$ cat config.mk
export PLATFORM = sky130hd
export DESIGN_NAME = voice_level_meter
export DESIGN_NICKNAME = d
export VERILOG_FILES = /design/src/rtl/core/vlm_pkg.sv /design/src/rtl/core/voice_level_meter.sv /design/src/rtl/core/vlm_divider.sv /design/src/rtl/core/vlm_datapath.sv /design/src/rtl/core/vlm_ctrl.sv
export SDC_FILE = /design/constraint.sdc
export NUM_CORES = 2
export LEC_CHECK = 0
export BUFFER_PORTS_ARGS = -buffer_cell sky130_fd_sc_hd__buf_4
export CELL_PAD_IN_SITES_DETAIL_PLACEMENT = 1
export CELL_PAD_IN_SITES_GLOBAL_PLACEMENT = 1
export CORE_MARGIN = 3
export CORE_UTILIZATION = 55
export CTS_CLUSTER_SIZE = 28
export DETAILED_ROUTE_END_ITERATION = 10
export PLACE_DENSITY = 0.88
export SETUP_SLACK_MARGIN = 0.15
export SLEW_MARGIN = 20
export SYNTH_ARGS = -nofsm -noshare
export SYNTH_HDL_FRONTEND = slang
export SYNTH_SLANG_ARGS = --single-unit
export TNS_END_PERCENT = 1
$ cat constraint.sdc
create_clock -name clock -period 31.3 [get_ports clock]
set_clock_uncertainty 0.1 [all_clocks]
set_input_delay 1.565 -clock clock [delete_from_list [all_inputs] [get_ports clock]]
set_output_delay 1.565 -clock clock [all_outputs]
set_load 0.005 [all_outputs]
$ cat src/rtl/core/vlm_pkg.sv
// Shared types and constants of the voice level meter.
`default_nettype none

package vlm_pkg;

   // Field and register widths.
   localparam int SAMPLE_W = 16;
   localparam int COEF_W   = 15;
   localparam int RATE_W   = 16;
   localparam int DIVR_W   = 10;
   localparam int SUM_W    = 40;
   localparam int FILT_W   = 32;
   localparam int FLOOR_W  = 32;
   localparam int ENV_W    = 16;
   localparam int LEVEL_W  = 8;
   localparam int CSR_IDX_W = 3;
   localparam int CSR_DAT_W = 16;

   // Register indexes of the configuration port.
   localparam logic [CSR_IDX_W-1:0] REG_HP_COEF      = 3'd0;
   localparam logic [CSR_IDX_W-1:0] REG_FLOOR_OFFSET = 3'd1;
   localparam logic [CSR_IDX_W-1:0] REG_LEVEL_DIV    = 3'd2;
   localparam logic [CSR_IDX_W-1:0] REG_FLOOR_FALL   = 3'd3;
   localparam logic [CSR_IDX_W-1:0] REG_FLOOR_RISE   = 3'd4;
   localparam logic [CSR_IDX_W-1:0] REG_ENV_ATTACK   = 3'd5;
   localparam logic [CSR_IDX_W-1:0] REG_ENV_RELEASE  = 3'd6;

   // Reset values of the registers.
   localparam logic [COEF_W-1:0]    RST_HP_COEF      = 15'd31130;
   localparam logic [15:0]          RST_FLOOR_OFFSET = 16'd90;
   localparam logic [DIVR_W-1:0]    RST_LEVEL_DIV    = 10'd30;
   localparam logic [RATE_W-1:0]    RST_FLOOR_FALL   = 16'd3277;
   localparam logic [RATE_W-1:0]    RST_FLOOR_RISE   = 16'd33;
   localparam logic [RATE_W-1:0]    RST_ENV_ATTACK   = 16'd45875;
   localparam logic [RATE_W-1:0]    RST_ENV_RELEASE  = 16'd36045;

   // Largest target level, 255.0 in 8.8.
   localparam logic [ENV_W-1:0] TARGET_MAX = 16'd65280;

   // Operand selection of the shared multiplier.
   typedef enum logic [1:0] {
      MUL_FILT  = 2'd0,
      MUL_FLOOR = 2'd1,
      MUL_ENV   = 2'd2
   } mul_sel_type;

   // Controller states, one-hot.
   typedef enum logic [10:0] {
      ST_IDLE      = 11'b000_0000_0001,
      ST_MUL       = 11'b000_0000_0010,
      ST_ACC       = 11'b000_0000_0100,
      ST_DIVM_GO   = 11'b000_0000_1000,
      ST_DIVM_WAIT = 11'b000_0001_0000,
      ST_FLR_MUL   = 11'b000_0010_0000,
      ST_FLR_UPD   = 11'b000_0100_0000,
      ST_DIVL_GO   = 11'b000_1000_0000,
      ST_DIVL_WAIT = 11'b001_0000_0000,
      ST_ENV_MUL   = 11'b010_0000_0000,
      ST_ENV_UPD   = 11'b100_0000_0000
   } state_type;

   // Commands from the controller to the datapath.
   typedef struct packed {
      logic        capture;
      logic        mul_en;
      mul_sel_type mul_sel;
      logic        filt_upd;
      logic        div_start;
      logic        div_level;
      logic        mean_load;
      logic        floor_upd;
      logic        target_load;
      logic        env_upd;
   } cmd_type;

   // Status from the datapath to the controller.
   typedef struct packed {
      logic last;
      logic div_busy;
      logic out_full;
   } sts_type;

endpackage

`default_nettype wire

$ cat src/rtl/core/voice_level_meter.sv
// Top level of the voice level meter: controller and datapath.
//
//   Channel   Ports                                  Direction  Carries
//   req       req_valid/ready, req_sample/block_end  in         one microphone sample
//   rsp       rsp_valid/ready, rsp_level             out        level of a finished block
//   csr       csr_we, csr_index, csr_wdata           in         register writes, no read-back
//
// A sample without block_end is accepted, multiplied and then used for the filter update.
// The last sample of a block also passes twice through the shared one-bit-per-cycle
// 40-step divider (mean, then level), followed by the floor and the envelope multiply
// steps respectively. Reset is synchronous and needs no clearing pass.
// A level waiting on rsp does not block new samples; only the next block end
// waits until that level has been taken.
`default_nettype none

module voice_level_meter #(
   parameter int MAX_BLOCK = 256
) (
   input  wire logic                                 clock,
   input  wire logic                                 reset,
   input  wire logic                                 req_valid,
   output logic                                      req_ready,
   input  wire logic signed [vlm_pkg::SAMPLE_W-1:0]  req_sample,
   input  wire logic                                 req_block_end,
   output logic                                      rsp_valid,
   input  wire logic                                 rsp_ready,
   output logic             [vlm_pkg::LEVEL_W-1:0]   rsp_level,
   input  wire logic                                 csr_we,
   input  wire logic        [vlm_pkg::CSR_IDX_W-1:0] csr_index,
   input  wire logic        [vlm_pkg::CSR_DAT_W-1:0] csr_wdata
);

   vlm_pkg::cmd_type cmd;
   vlm_pkg::sts_type sts;

   vlm_ctrl u_ctrl (
      .clock     (clock),
      .reset     (reset),
      .req_valid (req_valid),
      .req_ready (req_ready),
      .sts       (sts),
      .cmd       (cmd)
   );

   vlm_datapath #(
      .MAX_BLOCK (MAX_BLOCK)
   ) u_datapath (
      .clock         (clock),
      .reset         (reset),
      .cmd           (cmd),
      .sts           (sts),
      .req_sample    (req_sample),
      .req_block_end (req_block_end),
      .rsp_valid     (rsp_valid),
      .rsp_ready     (rsp_ready),
      .rsp_level     (rsp_level),
      .csr_we        (csr_we),
      .csr_index     (csr_index),
      .csr_wdata     (csr_wdata)
   );

endmodule

`default_nettype wire

$ cat src/rtl/core/vlm_divider.sv
// Restoring divider that produces one quotient bit per cycle.
`default_nettype none

module vlm_divider #(
   parameter int DVD_W = 40,
   parameter int DVS_W = 10
) (
   input  wire logic             clock,
   input  wire logic             reset,
   input  wire logic             start,
   input  wire logic [DVD_W-1:0] dividend,
   input  wire logic [DVS_W-1:0] divisor,
   output logic                  busy,
   output logic      [DVD_W-1:0] quotient
);

   localparam int STEP_W = $clog2(DVD_W + 1);

   logic              busy_ff;
   logic [STEP_W-1:0] step_ff;
   logic [DVS_W-1:0]  rem_ff;
   logic [DVD_W-1:0]  quo_ff;
   logic [DVS_W-1:0]  dvs_ff;

   logic [DVS_W:0]    trial;
   logic [DVS_W:0]    trial_diff;
   logic              fits;
   logic [DVS_W-1:0]  rem_in;
   logic [DVD_W-1:0]  quo_in;

   // The remainder stays below the divisor, so the trial value needs one extra bit.
   assign trial      = {rem_ff, quo_ff[DVD_W-1]};
   assign trial_diff = trial - {1'b0, dvs_ff};
   assign fits       = trial >= {1'b0, dvs_ff};
   assign rem_in     = fits ? trial_diff[DVS_W-1:0] : trial[DVS_W-1:0];
   assign quo_in     = {quo_ff[DVD_W-2:0], fits};

   always_ff @(posedge clock) begin
      if (reset) begin
         busy_ff <= 1'b0;
         step_ff <= '0;
      end else if (start) begin
         busy_ff <= 1'b1;
         step_ff <= STEP_W'(DVD_W);
      end else if (busy_ff) begin
         step_ff <= step_ff - STEP_W'(1);
         if (step_ff == STEP_W'(1)) begin
            busy_ff <= 1'b0;
         end
      end
   end

   always_ff @(posedge clock) begin
      if (start) begin
         rem_ff <= '0;
         quo_ff <= dividend;
         dvs_ff <= divisor;
      end else if (busy_ff) begin
         rem_ff <= rem_in;
         quo_ff <= quo_in;
      end
   end

   assign busy     = busy_ff;
   assign quotient = quo_ff;

endmodule

`default_nettype wire

$ cat src/rtl/core/vlm_datapath.sv
// Datapath of the voice level meter: filter, block sum, floor, envelope and output register.
`default_nettype none

module vlm_datapath #(
   parameter int MAX_BLOCK = 256
) (
   input  wire logic                                clock,
   input  wire logic                                reset,
   input  wire vlm_pkg::cmd_type                    cmd,
   output vlm_pkg::sts_type                         sts,
   input  wire logic signed [vlm_pkg::SAMPLE_W-1:0] req_sample,
   input  wire logic                                req_block_end,
   output logic                                     rsp_valid,
   input  wire logic                                rsp_ready,
   output logic             [vlm_pkg::LEVEL_W-1:0]  rsp_level,
   input  wire logic                                csr_we,
   input  wire logic        [vlm_pkg::CSR_IDX_W-1:0] csr_index,
   input  wire logic        [vlm_pkg::CSR_DAT_W-1:0] csr_wdata
);

   localparam int CNT_W = $clog2(MAX_BLOCK + 1);
   localparam int DVS_W = (CNT_W > vlm_pkg::DIVR_W) ? CNT_W : vlm_pkg::DIVR_W;

   // Configuration registers.
   logic [vlm_pkg::COEF_W-1:0] hp_coef_ff;
   logic [15:0]                floor_offset_ff;
   logic [vlm_pkg::DIVR_W-1:0] level_div_ff;
   logic [vlm_pkg::RATE_W-1:0] floor_fall_ff;
   logic [vlm_pkg::RATE_W-1:0] floor_rise_ff;
   logic [vlm_pkg::RATE_W-1:0] env_attack_ff;
   logic [vlm_pkg::RATE_W-1:0] env_release_ff;

   // Request and running state.
   logic signed [vlm_pkg::SAMPLE_W-1:0] sample_ff;
   logic                                last_ff;
   logic signed [vlm_pkg::SAMPLE_W-1:0] prev_ff;
   logic signed [vlm_pkg::FILT_W-1:0]   filt_ff;
   logic        [vlm_pkg::SUM_W-1:0]    sum_ff;
   logic        [CNT_W-1:0]             count_ff;
   logic        [vlm_pkg::FLOOR_W-1:0]  floor_ff;
   logic                                known_ff;
   logic        [vlm_pkg::ENV_W-1:0]    env_ff;
   logic        [31:0]                  mean_ff;
   logic        [vlm_pkg::ENV_W-1:0]    target_ff;
   logic signed [50:0]                  prod_ff;
   logic        [vlm_pkg::LEVEL_W-1:0]  level_ff;
   logic                                rsp_valid_ff;

   // Shared multiplier.
   logic signed [33:0] mul_a;
   logic signed [16:0] mul_b;
   logic signed [50:0] prod_in;
   logic signed [50:0] rnd15;
   logic signed [50:0] rnd16;

   // Filter and block sum.
   logic signed [16:0]                 in_diff;
   logic signed [51:0]                 filt_sum;
   logic signed [vlm_pkg::FILT_W-1:0]  filt_in;
   logic        [31:0]                 mag;
   logic        [vlm_pkg::SUM_W:0]     sum_add;
   logic        [vlm_pkg::SUM_W-1:0]   sum_in;
   logic                               count_room;

   // Noise floor.
   logic        [vlm_pkg::FLOOR_W-1:0] floor_base;
   logic signed [33:0]                 floor_delta;
   logic        [vlm_pkg::RATE_W-1:0]  floor_rate;
   logic signed [51:0]                 floor_sum;
   logic        [vlm_pkg::FLOOR_W-1:0] floor_in;

   // Level division.
   logic signed [34:0]                 excess;
   logic        [vlm_pkg::SUM_W-1:0]   level_dividend;
   logic        [vlm_pkg::SUM_W-1:0]   div_dividend;
   logic        [DVS_W-1:0]            div_divisor;
   logic                               div_busy;
   logic        [vlm_pkg::SUM_W-1:0]   quotient;
   logic        [vlm_pkg::ENV_W-1:0]   target_in;

   // Envelope and level.
   logic signed [16:0]                 env_delta;
   logic        [vlm_pkg::RATE_W-1:0]  env_rate;
   logic signed [51:0]                 env_sum;
   logic        [vlm_pkg::ENV_W-1:0]   env_in;
   logic        [16:0]                 level_sum;
   logic        [vlm_pkg::LEVEL_W-1:0] level_in;

   // ---------------------------------------------------------------- config
   always_ff @(posedge clock) begin
      if (reset) begin
         hp_coef_ff      <= vlm_pkg::RST_HP_COEF;
         floor_offset_ff <= vlm_pkg::RST_FLOOR_OFFSET;
         level_div_ff    <= vlm_pkg::RST_LEVEL_DIV;
         floor_fall_ff   <= vlm_pkg::RST_FLOOR_FALL;
         floor_rise_ff   <= vlm_pkg::RST_FLOOR_RISE;
         env_attack_ff   <= vlm_pkg::RST_ENV_ATTACK;
         env_release_ff  <= vlm_pkg::RST_ENV_RELEASE;
      end else if (csr_we) begin
         unique case (csr_index)
            vlm_pkg::REG_HP_COEF:      hp_coef_ff      <= csr_wdata[vlm_pkg::COEF_W-1:0];
            vlm_pkg::REG_FLOOR_OFFSET: floor_offset_ff <= csr_wdata;
            vlm_pkg::REG_LEVEL_DIV:    level_div_ff    <= csr_wdata[vlm_pkg::DIVR_W-1:0];
            vlm_pkg::REG_FLOOR_FALL:   floor_fall_ff   <= csr_wdata;
            vlm_pkg::REG_FLOOR_RISE:   floor_rise_ff   <= csr_wdata;
            vlm_pkg::REG_ENV_ATTACK:   env_attack_ff   <= csr_wdata;
            vlm_pkg::REG_ENV_RELEASE:  env_release_ff  <= csr_wdata;
            default: begin
            end
         endcase
      end
   end

   // ------------------------------------------------------------ multiplier
   assign floor_base  = known_ff ? floor_ff : mean_ff;
   assign floor_delta = $signed({2'b00, mean_ff}) - $signed({2'b00, floor_base});
   assign floor_rate  = (mean_ff < floor_base) ? floor_fall_ff : floor_rise_ff;

   assign env_delta = $signed({1'b0, target_ff}) - $signed({1'b0, env_ff});
   assign env_rate  = (target_ff > env_ff) ? env_attack_ff : env_release_ff;

   always_comb begin
      case (cmd.mul_sel)
         vlm_pkg::MUL_FILT: begin
            mul_a = {{2{filt_ff[vlm_pkg::FILT_W-1]}}, filt_ff};
            mul_b = {2'b00, hp_coef_ff};
         end
         vlm_pkg::MUL_FLOOR: begin
            mul_a = floor_delta;
            mul_b = {1'b0, floor_rate};
         end
         vlm_pkg::MUL_ENV: begin
            mul_a = {{17{env_delta[16]}}, env_delta};
            mul_b = {1'b0, env_rate};
         end
         default: begin
            mul_a = '0;
            mul_b = '0;
         end
      endcase
   end

   assign prod_in = mul_a * mul_b;

   // Round to nearest with ties upward, then drop the fraction bits.
   assign rnd15 = (prod_ff + 51'sd16384) >>> 15;
   assign rnd16 = (prod_ff + 51'sd32768) >>> 16;

   // ---------------------------------------------------------------- filter
   assign in_diff  = $signed({sample_ff[15], sample_ff}) - $signed({prev_ff[15], prev_ff});
   assign filt_sum = $signed({{27{in_diff[16]}}, in_diff, 8'd0}) + $signed({rnd15[50], rnd15});

   always_comb begin
      if (filt_sum > 52'sh0_0000_7FFF_FFFF) begin
         filt_in = 32'sh7FFF_FFFF;
      end else if (filt_sum < -52'sh0_0000_8000_0000) begin
         filt_in = 32'sh8000_0000;
      end else begin
         filt_in = filt_sum[31:0];
      end
   end

   assign mag        = filt_in[31] ? (~filt_in + 32'd1) : filt_in;
   assign sum_add    = {1'b0, sum_ff} + {9'd0, mag};
   assign sum_in     = sum_add[vlm_pkg::SUM_W] ? '1 : sum_add[vlm_pkg::SUM_W-1:0];
   assign count_room = count_ff < CNT_W'(MAX_BLOCK);

   // ----------------------------------------------------------- noise floor
   assign floor_sum = $signed({20'd0, floor_ff}) + $signed({rnd16[50], rnd16});

   always_comb begin
      if (floor_sum < 52'sd0) begin
         floor_in = '0;
      end else if (floor_sum > 52'sh0_0000_FFFF_FFFF) begin
         floor_in = '1;
      end else begin
         floor_in = floor_sum[31:0];
      end
   end

   // ---------------------------------------------------------------- divide
   assign excess = $signed({3'b000, mean_ff}) - $signed({3'b000, floor_ff})
                   - $signed({11'd0, floor_offset_ff, 8'd0});
   assign level_dividend = (excess > 35'sd0) ? {6'd0, excess[33:0]} : '0;

   always_comb begin
      if (cmd.div_level) begin
         div_dividend = level_dividend;
         div_divisor  = (level_div_ff == '0) ? DVS_W'(1) : DVS_W'(level_div_ff);
      end else begin
         div_dividend = sum_ff;
         div_divisor  = (count_ff == '0) ? DVS_W'(1) : DVS_W'(count_ff);
      end
   end

   vlm_divider #(
      .DVD_W (vlm_pkg::SUM_W),
      .DVS_W (DVS_W)
   ) u_divider (
      .clock    (clock),
      .reset    (reset),
      .start    (cmd.div_start),
      .dividend (div_dividend),
      .divisor  (div_divisor),
      .busy     (div_busy),
      .quotient (quotient)
   );

   assign target_in = (quotient > 40'd65280) ? vlm_pkg::TARGET_MAX
                                             : quotient[vlm_pkg::ENV_W-1:0];

   // -------------------------------------------------------------- envelope
   assign env_sum = $signed({36'd0, env_ff}) + $signed({rnd16[50], rnd16});

   always_comb begin
      if (env_sum < 52'sd0) begin
         env_in = '0;
      end else if (env_sum > 52'sd65535) begin
         env_in = '1;
      end else begin
         env_in = env_sum[15:0];
      end
   end

   assign level_sum = {1'b0, env_in} + 17'd128;
   assign level_in  = level_sum[16] ? 8'hFF : level_sum[15:8];

   // ------------------------------------------------------------- registers
   always_ff @(posedge clock) begin
      if (reset) begin
         prev_ff      <= '0;
         filt_ff      <= '0;
         sum_ff       <= '0;
         count_ff     <= '0;
         floor_ff     <= '0;
         known_ff     <= 1'b0;
         env_ff       <= '0;
         rsp_valid_ff <= 1'b0;
      end else begin
         if (cmd.filt_upd) begin
            filt_ff <= filt_in;
            prev_ff <= sample_ff;
            if (count_room) begin
               sum_ff   <= sum_in;
               count_ff <= count_ff + CNT_W'(1);
            end
         end
         // The block sum is handed to the divider and cleared in the same cycle.
         if (cmd.div_start && !cmd.div_level) begin
            sum_ff   <= '0;
            count_ff <= '0;
         end
         if (cmd.mul_en && (cmd.mul_sel == vlm_pkg::MUL_FLOOR)) begin
            floor_ff <= floor_base;
            known_ff <= 1'b1;
         end
         if (cmd.floor_upd) begin
            floor_ff <= floor_in;
         end
         if (cmd.env_upd) begin
            env_ff       <= env_in;
            rsp_valid_ff <= 1'b1;
         end else if (rsp_ready) begin
            rsp_valid_ff <= 1'b0;
         end
      end
   end

   always_ff @(posedge clock) begin
      if (cmd.capture) begin
         sample_ff <= req_sample;
         last_ff   <= req_block_end;
      end
      if (cmd.mul_en) begin
         prod_ff <= prod_in;
      end
      if (cmd.mean_load) begin
         mean_ff <= quotient[31:0];
      end
      if (cmd.target_load) begin
         target_ff <= target_in;
      end
      if (cmd.env_upd) begin
         level_ff <= level_in;
      end
   end

   assign sts.last     = last_ff;
   assign sts.div_busy = div_busy;
   assign sts.out_full = rsp_valid_ff;

   assign rsp_valid = rsp_valid_ff;
   assign rsp_level = level_ff;

endmodule

`default_nettype wire

$ cat src/rtl/core/vlm_ctrl.sv
// Controller state machine that sequences the voice level meter datapath.
`default_nettype none

module vlm_ctrl (
   input  wire logic             clock,
   input  wire logic             reset,
   input  wire logic             req_valid,
   output logic                  req_ready,
   input  wire vlm_pkg::sts_type sts,
   output vlm_pkg::cmd_type      cmd
);

   vlm_pkg::state_type state_ff;
   vlm_pkg::state_type state_in;

   always_ff @(posedge clock) begin
      if (reset) begin
         state_ff <= vlm_pkg::ST_IDLE;
      end else begin
         state_ff <= state_in;
      end
   end

   always_comb begin
      cmd         = '0;
      cmd.mul_sel = vlm_pkg::MUL_FILT;
      state_in    = state_ff;
      unique case (state_ff)
         vlm_pkg::ST_IDLE: begin
            cmd.capture = req_valid;
            if (req_valid) begin
               state_in = vlm_pkg::ST_MUL;
            end
         end
         vlm_pkg::ST_MUL: begin
            cmd.mul_en  = 1'b1;
            cmd.mul_sel = vlm_pkg::MUL_FILT;
            state_in    = vlm_pkg::ST_ACC;
         end
         vlm_pkg::ST_ACC: begin
            cmd.filt_upd = 1'b1;
            state_in     = sts.last ? vlm_pkg::ST_DIVM_GO : vlm_pkg::ST_IDLE;
         end
         vlm_pkg::ST_DIVM_GO: begin
            cmd.div_start = 1'b1;
            cmd.div_level = 1'b0;
            state_in      = vlm_pkg::ST_DIVM_WAIT;
         end
         vlm_pkg::ST_DIVM_WAIT: begin
            if (!sts.div_busy) begin
               cmd.mean_load = 1'b1;
               state_in      = vlm_pkg::ST_FLR_MUL;
            end
         end
         vlm_pkg::ST_FLR_MUL: begin
            cmd.mul_en  = 1'b1;
            cmd.mul_sel = vlm_pkg::MUL_FLOOR;
            state_in    = vlm_pkg::ST_FLR_UPD;
         end
         vlm_pkg::ST_FLR_UPD: begin
            cmd.floor_upd = 1'b1;
            state_in      = vlm_pkg::ST_DIVL_GO;
         end
         vlm_pkg::ST_DIVL_GO: begin
            cmd.div_start = 1'b1;
            cmd.div_level = 1'b1;
            state_in      = vlm_pkg::ST_DIVL_WAIT;
         end
         vlm_pkg::ST_DIVL_WAIT: begin
            if (!sts.div_busy) begin
               cmd.target_load = 1'b1;
               state_in        = vlm_pkg::ST_ENV_MUL;
            end
         end
         vlm_pkg::ST_ENV_MUL: begin
            cmd.mul_en  = 1'b1;
            cmd.mul_sel = vlm_pkg::MUL_ENV;
            state_in    = vlm_pkg::ST_ENV_UPD;
         end
         vlm_pkg::ST_ENV_UPD: begin
            // The envelope only advances once the previous level has been taken.
            if (!sts.out_full) begin
               cmd.env_upd = 1'b1;
               state_in    = vlm_pkg::ST_IDLE;
            end
         end
         default: begin
            state_in = vlm_pkg::ST_IDLE;
         end
      endcase
   end

   assign req_ready = (state_ff == vlm_pkg::ST_IDLE);

endmodule

`default_nettype wire

; Word level (Yosys, flattened, before mapping)
; Index checks and enable logic that the tools add are counted.
[totals]
out_inout_bits = 10
register_bits = 454
elab_cells = 149
[op_classes]
add_sub_neg = 16
reduce_logical = 21
n_lt_le_gt_ge = 12
muxes = 46
bitwise_logic = 1
eq_ne = 24
multipliers = 1
[ops]
columns = op, count
row1 = $mux 32, 8
row2 = $mux 40, 4
row3 = $pmux 11 s11, 1
row4 = $lt 52x1->1 const B, 2
row5 = $pmux 34 s3, 1
row6 = $sub 32x32->33, 2
row7 = $mux 16, 4
row8 = $gt 52x17->1 const B, 1
row9 = $gt 52x32->1 const B, 1
row10 = $gt 52x33->1 const B, 1
row11 = $lt 52x32->1 const B, 1
row12 = $add 51x16->51 const B, 1
row13 = $add 51x17->51 const B, 1
row14 = $mul 34x17->51, 1
row15 = $pmux 16 s3, 1
row16 = $mux 11, 4
row17 = $add 40x32->41, 1
row18 = $gt 40x16->1 const B, 1
row19 = $add 25x36->37, 1
row20 = $add 17x35->36, 1
row21 = $add 33x35->36, 1
row22 = $gt 35x1->1 const B, 1
row23 = $sub 35x25->35, 1
row24 = $mux 34, 1
row25 = other kinds (46), 79

; Depth between registers and ports, before layout
[logic_depth]
ltp_word = 10
ltp_mapped = 50
depth_no_buf = 49

; Hierarchy
; From an unflattened synthesis, not the netlist that was laid out.
[unflattened]
cells_unflattened = 6109
hier_area_um2 = 51431.8
[by_module_without_submodules]
columns = module, n_inst, area_per_inst_um2, cells_each, seq_area_each_um2
row1 = vlm_datapath, 1, 47349.2, 5759, 8348.0
row2 = vlm_divider, 1, 3480.8, 279, 1841.8
row3 = vlm_ctrl, 1, 601.8, 71, 220.2

; Worst setup path after synthesis
; Ideal clock, no wire load.
[synth_timing]
kind = reg-to-reg
start = reg u_datapath.known_ff
end = reg u_datapath.prod_ff[50] (data pin)
arrival_ns = 10.026
stages_incl_launch_ff = 43
path_slack_ns = 20.914
period_less_slack_ns = 10.386
required_ns = 30.940
setup_time_ns = 0.260
path_cell_list = dfxtp_1 clkbuf_1 clkbuf_1 mux2i_1 ha_1 a21o_1 a21o_1 a21o_1 a21oi_1 nor2_1 nor3_1 a211o_1 a21oi_1 o211ai_1 a21oi_1 nor3_1 clkbuf_1 a221o_1 [... 7 more ...] inv_1 fa_1 fa_1 inv_1 fa_1 inv_1 ha_1 and4_1 o2111ai_1 o41a_1 o21ai_0 o211ai_1 a31oi_1 o21a_1 nand4_1 nand4b_1 a21oi_1 xnor2_1
[synth_via]
elab_chain_len = 5
word_cells_on_any_way = 7
classes_between = 1 x add/sub / 1 x mul / 1 x order compare / 4 x mux
[synth_rtl]
columns = element, line
row1 = start: declaration, vlm_datapath.sv:41  ; logic known_ff;
row2 = start signal: assignment, vlm_datapath.sv:236  ; known_ff <= 1'b0;
row3 = start signal: assignment, vlm_datapath.sv:255  ; known_ff <= 1'b1;
row4 = $mux 32 *, vlm_datapath.sv:115  ; assign floor_base = known_ff ? floor_ff : mean_ff;
row5 = $lt 32x32->1, vlm_datapath.sv:117  ; assign floor_rate = (mean_ff < floor_base) ? floor_fall_ff : floor_rise_ff;
row6 = $mux 16, vlm_datapath.sv:117
row7 = $pmux 16 s3, vlm_datapath.sv:123  ; case (cmd.mul_sel)
row8 = $mul 34x17->51 *, vlm_datapath.sv:143  ; assign prod_in = mul_a * mul_b;
row9 = via u_datapath.prod_in[50], vlm_datapath.sv:52  ; logic signed [50:0] prod_in;
row10 = end signal: assignment, vlm_datapath.sv:275  ; prod_ff <= prod_in;
row11 = end: declaration, vlm_datapath.sv:45  ; logic signed [50:0] prod_ff;
; The timed path passes the listed nets; every way through them passes the cells marked *.
; A chain may end at the register's enable or synchronous reset.

; Worst setup path after layout
; Same ends and word-level chain as after synthesis.

==> out/metrics.csv <==
metric,value,unit
tns,0,ns
grt_use_met3,0.08522,
grt_setup_unrepaired,false,
cp_common_cell,fa_1,
vias,47010,
crit_buf_inv,6,
nets,6950,
grt_pass1_wl,299300,µm
drtPass1Iterations,6,
place_congestion,1.048,
r2r-start,u_datapath.known_ff,
period_needed,12.53,ns
viasPerCell,6.479,
crit_fanout,34,
syn_nets,7021,
rows,110,
synth_ff_type,dfxtp_1,
busiest_layer,met2,
worstMarginPinSlew,1.232,ns
drtIter0Drc,4583,
die_w,308.4,µm
clock_latency,0.65,ns
crit_family,compound AO/OA/AOI/OAI gates,
cts_tree,done,
yosysSeqAreaShare,0.2069,
cts_hold_buf,0,
ys_types,91,
clk_pin_slew,0.07,ns
core_area,90290,µm²
synth_area,50300,µm²
layout_commonest_cell,nand2_1,
hold_violations,0,
io_buffer_count,50,
cap_violations,0,
synth_edf_count,160,
fmax,0.07983,GHz
rr_endpoint,u_datapath.prod_ff[50],
synth_warnings,0,
ys_seq_elements,440,
worstSetupPathDepth,39,
reg2regPathDepth,39,
end_kind,flip-flop,
slowest_delay,0.83,ns
overflow,0,
die-area,95130,µm²
hp-class,reg2reg,
peakVddDrop,0.04344,mV
crit_required,31.56,ns
dp_hpwl,151300,µm
status,finished clean,
final_cell_mix,"922 x nand2_1, 805 x inv_1, 515 x fa_1",
track_usage,0.4128,
cts_resized,0,
h-tree-depth,2,
die_y,308.4,µm
syn_avg_cell_area,8.236,µm²
slew_headroom,0.1787,
groute.layer.met1.usage,0.5484,
cts_buffers,49,
cts_setup_buffers,0,
p_leak,23.93,nW
synthCells,6108,
wl_per_cell,27.17,µm
critPathSlowestCell,a221o_2,
clock_sinks,440,
place_inst,7160,
p_per_area,29.15,nW/µm²
cts_buffer_depth,3,
startpoint,u_datapath.known_ff,
startpoint_type,flip-flop,
cts-root-buf,clkbuf_16,
period_share,0.4002,
antenna_left,0,
slew_viol_final,0,
route.detailed.drc,0,
rrSetupSlack,18.77,ns
stdcell_count,7256,
grt_start_max_net_pins,83,
use_met2,0.6461,
worst-setup-path-type,reg2reg,
ios,51,
drive_gt1_frac,0.04953,
routed_wl,197100,µm
post-route-util,0.5946,
endpoint,u_datapath.prod_ff[50],
area_delta_synth_final,6.716,%
start_util,0.5572,
arrival,12.79,ns
setup_violations,0,
ys_async_sr_fraction,0,
grt_pass1_vias,49760,
antenna_found_initial,6,
cell families after synthesis:
logic type / share of synthesized area
AND/OR/NAND/NOR: 0.1852
multiplexers: 0.01380
flip-flops: 0.2069
adder cells (fa/ha/maj): 0.2941
buffers and inverters: 0.08026
AO/OA/AOI/OAI: 0.1659
XOR/XNOR: 0.05380
worst min-delay path, cell delays in order (launching register included):
cell and delay, ns:
dfxtp_1 0.31, nand2_1 0.05, a21oi_1 0.05
final cells by class:
cell class              count  area, µm²
fillers                 10890      36600
clock inverters            32      372.9
well taps                1176       1471
repair buffers            141       1062
multi-input cells        4596      36020
diodes                      3      7.507
clock buffers              59       1304
inverters                 809       3038
flip-flops and latches    440      10410
sequential cells by signal, indices dropped and copies added (netlist names), 8 cells and up:
signal                         cells
u_datapath.sum_ff                 40
u_datapath.u_divider.quotient     40
u_datapath.prod_ff                37
u_datapath.filt_ff                32
u_datapath.floor_ff               32
u_datapath.mean_ff                32
u_datapath.env_attack_ff          16
u_datapath.env_ff                 16
u_datapath.env_release_ff         16
u_datapath.floor_fall_ff          16
u_datapath.floor_offset_ff        16
u_datapath.floor_rise_ff          16
u_datapath.prev_ff                16
u_datapath.sample_ff              16
u_datapath.target_ff              16
u_datapath.hp_coef_ff             15
u_ctrl.state_ff                   11
u_datapath.level_div_ff           10
u_datapath.u_divider.dvs_ff       10
u_datapath.u_divider.rem_ff       10
u_datapath.count_ff                9
u_datapath.rsp_level               8
worst min-delay path by stage:
stage / from / end / slack (ns) / cells past startpoint
final: u_datapath.prev_ff[2] / u_datapath.prev_ff[2] / 0.35 / 2
after global routing: u_datapath.env_release_ff[12] / u_datapath.env_release_ff[12] / 0.38 / 2
after CTS: u_datapath.prev_ff[2] / u_datapath.prev_ff[2] / 0.36 / 2
after detailed placement: u_datapath.env_release_ff[5] / u_datapath.env_release_ff[5] / 0.35 / 2
after global placement: u_datapath.prev_ff[2] / u_datapath.prev_ff[2] / 0.34 / 2
after floorplan: u_datapath.prev_ff[10] / u_datapath.prev_ff[10] / 0.33 / 2
routing by layer:
metal / routed length (µm) / share of wire
met2: 87960 / 0.45
met3: 19850 / 0.10
met5: 23 / 0.00012
met1: 78320 / 0.40
met4: 10980 / 0.056
cells in the mapped netlist, drive strengths merged, types with 25 or more instances:
cell type	instances	area (µm²)
nand4	48	321.6
a21boi	45	337.8
mux2i	66	660.6
edfxtp	160	4805
fa	515	10310
ha	357	4467
nand2	923	3465
clkbuf	238	893.4
a21o	101	758.2
a211oi	56	420.4
a31oi	69	431.7
and3	34	212.7
nand3b	46	345.3
or3	34	217.7
nor2	377	1415
and2	88	550.5
nor2b	81	506.7
a21oi	429	2147
a221o	25	250.2
nor3	94	485.5
nand3	92	460.4
nand2b	53	331.6
buf	25	106.4
o21a	57	427.9
dfxtp	280	5605
inv	808	3033
xnor2	206	1804
xor2	103	902.1
o21ai	327	1637
a22oi	30	225.2
nor4	47	336.6
per-stage QoR:
| step | instance area, µm² | setup slack [ns] | total power, mW | hold WS [ns] |
|---|---|---|---|---|
| 6_report | 53680 | 18.77 | 1.565 | 0.3530 |
| 4_1_cts | 53650 | 19.07 | 1.557 | 0.3557 |
| 3_3_place_gp | 51970 | 19.75 | 0.9300 | 0.3384 |
| 3_5_place_dp | 51970 | 19.18 | 0.9412 | 0.3461 |
| 5_1_grt | 53680 | 18.15 | 1.616 | 0.3762 |
| 2_1_floorplan | 50300 | 20.91 | 0.8314 | 0.3319 |
where the power goes:
part / internal (mW) / leakage [nW] / switching [mW]
registers: 0.601 / 3.70 / 0.0107
logic: 0.109 / 19.4 / 0.222
clock network: 0.350 / 0.809 / 0.272
(Power assumes the default switching activity.)
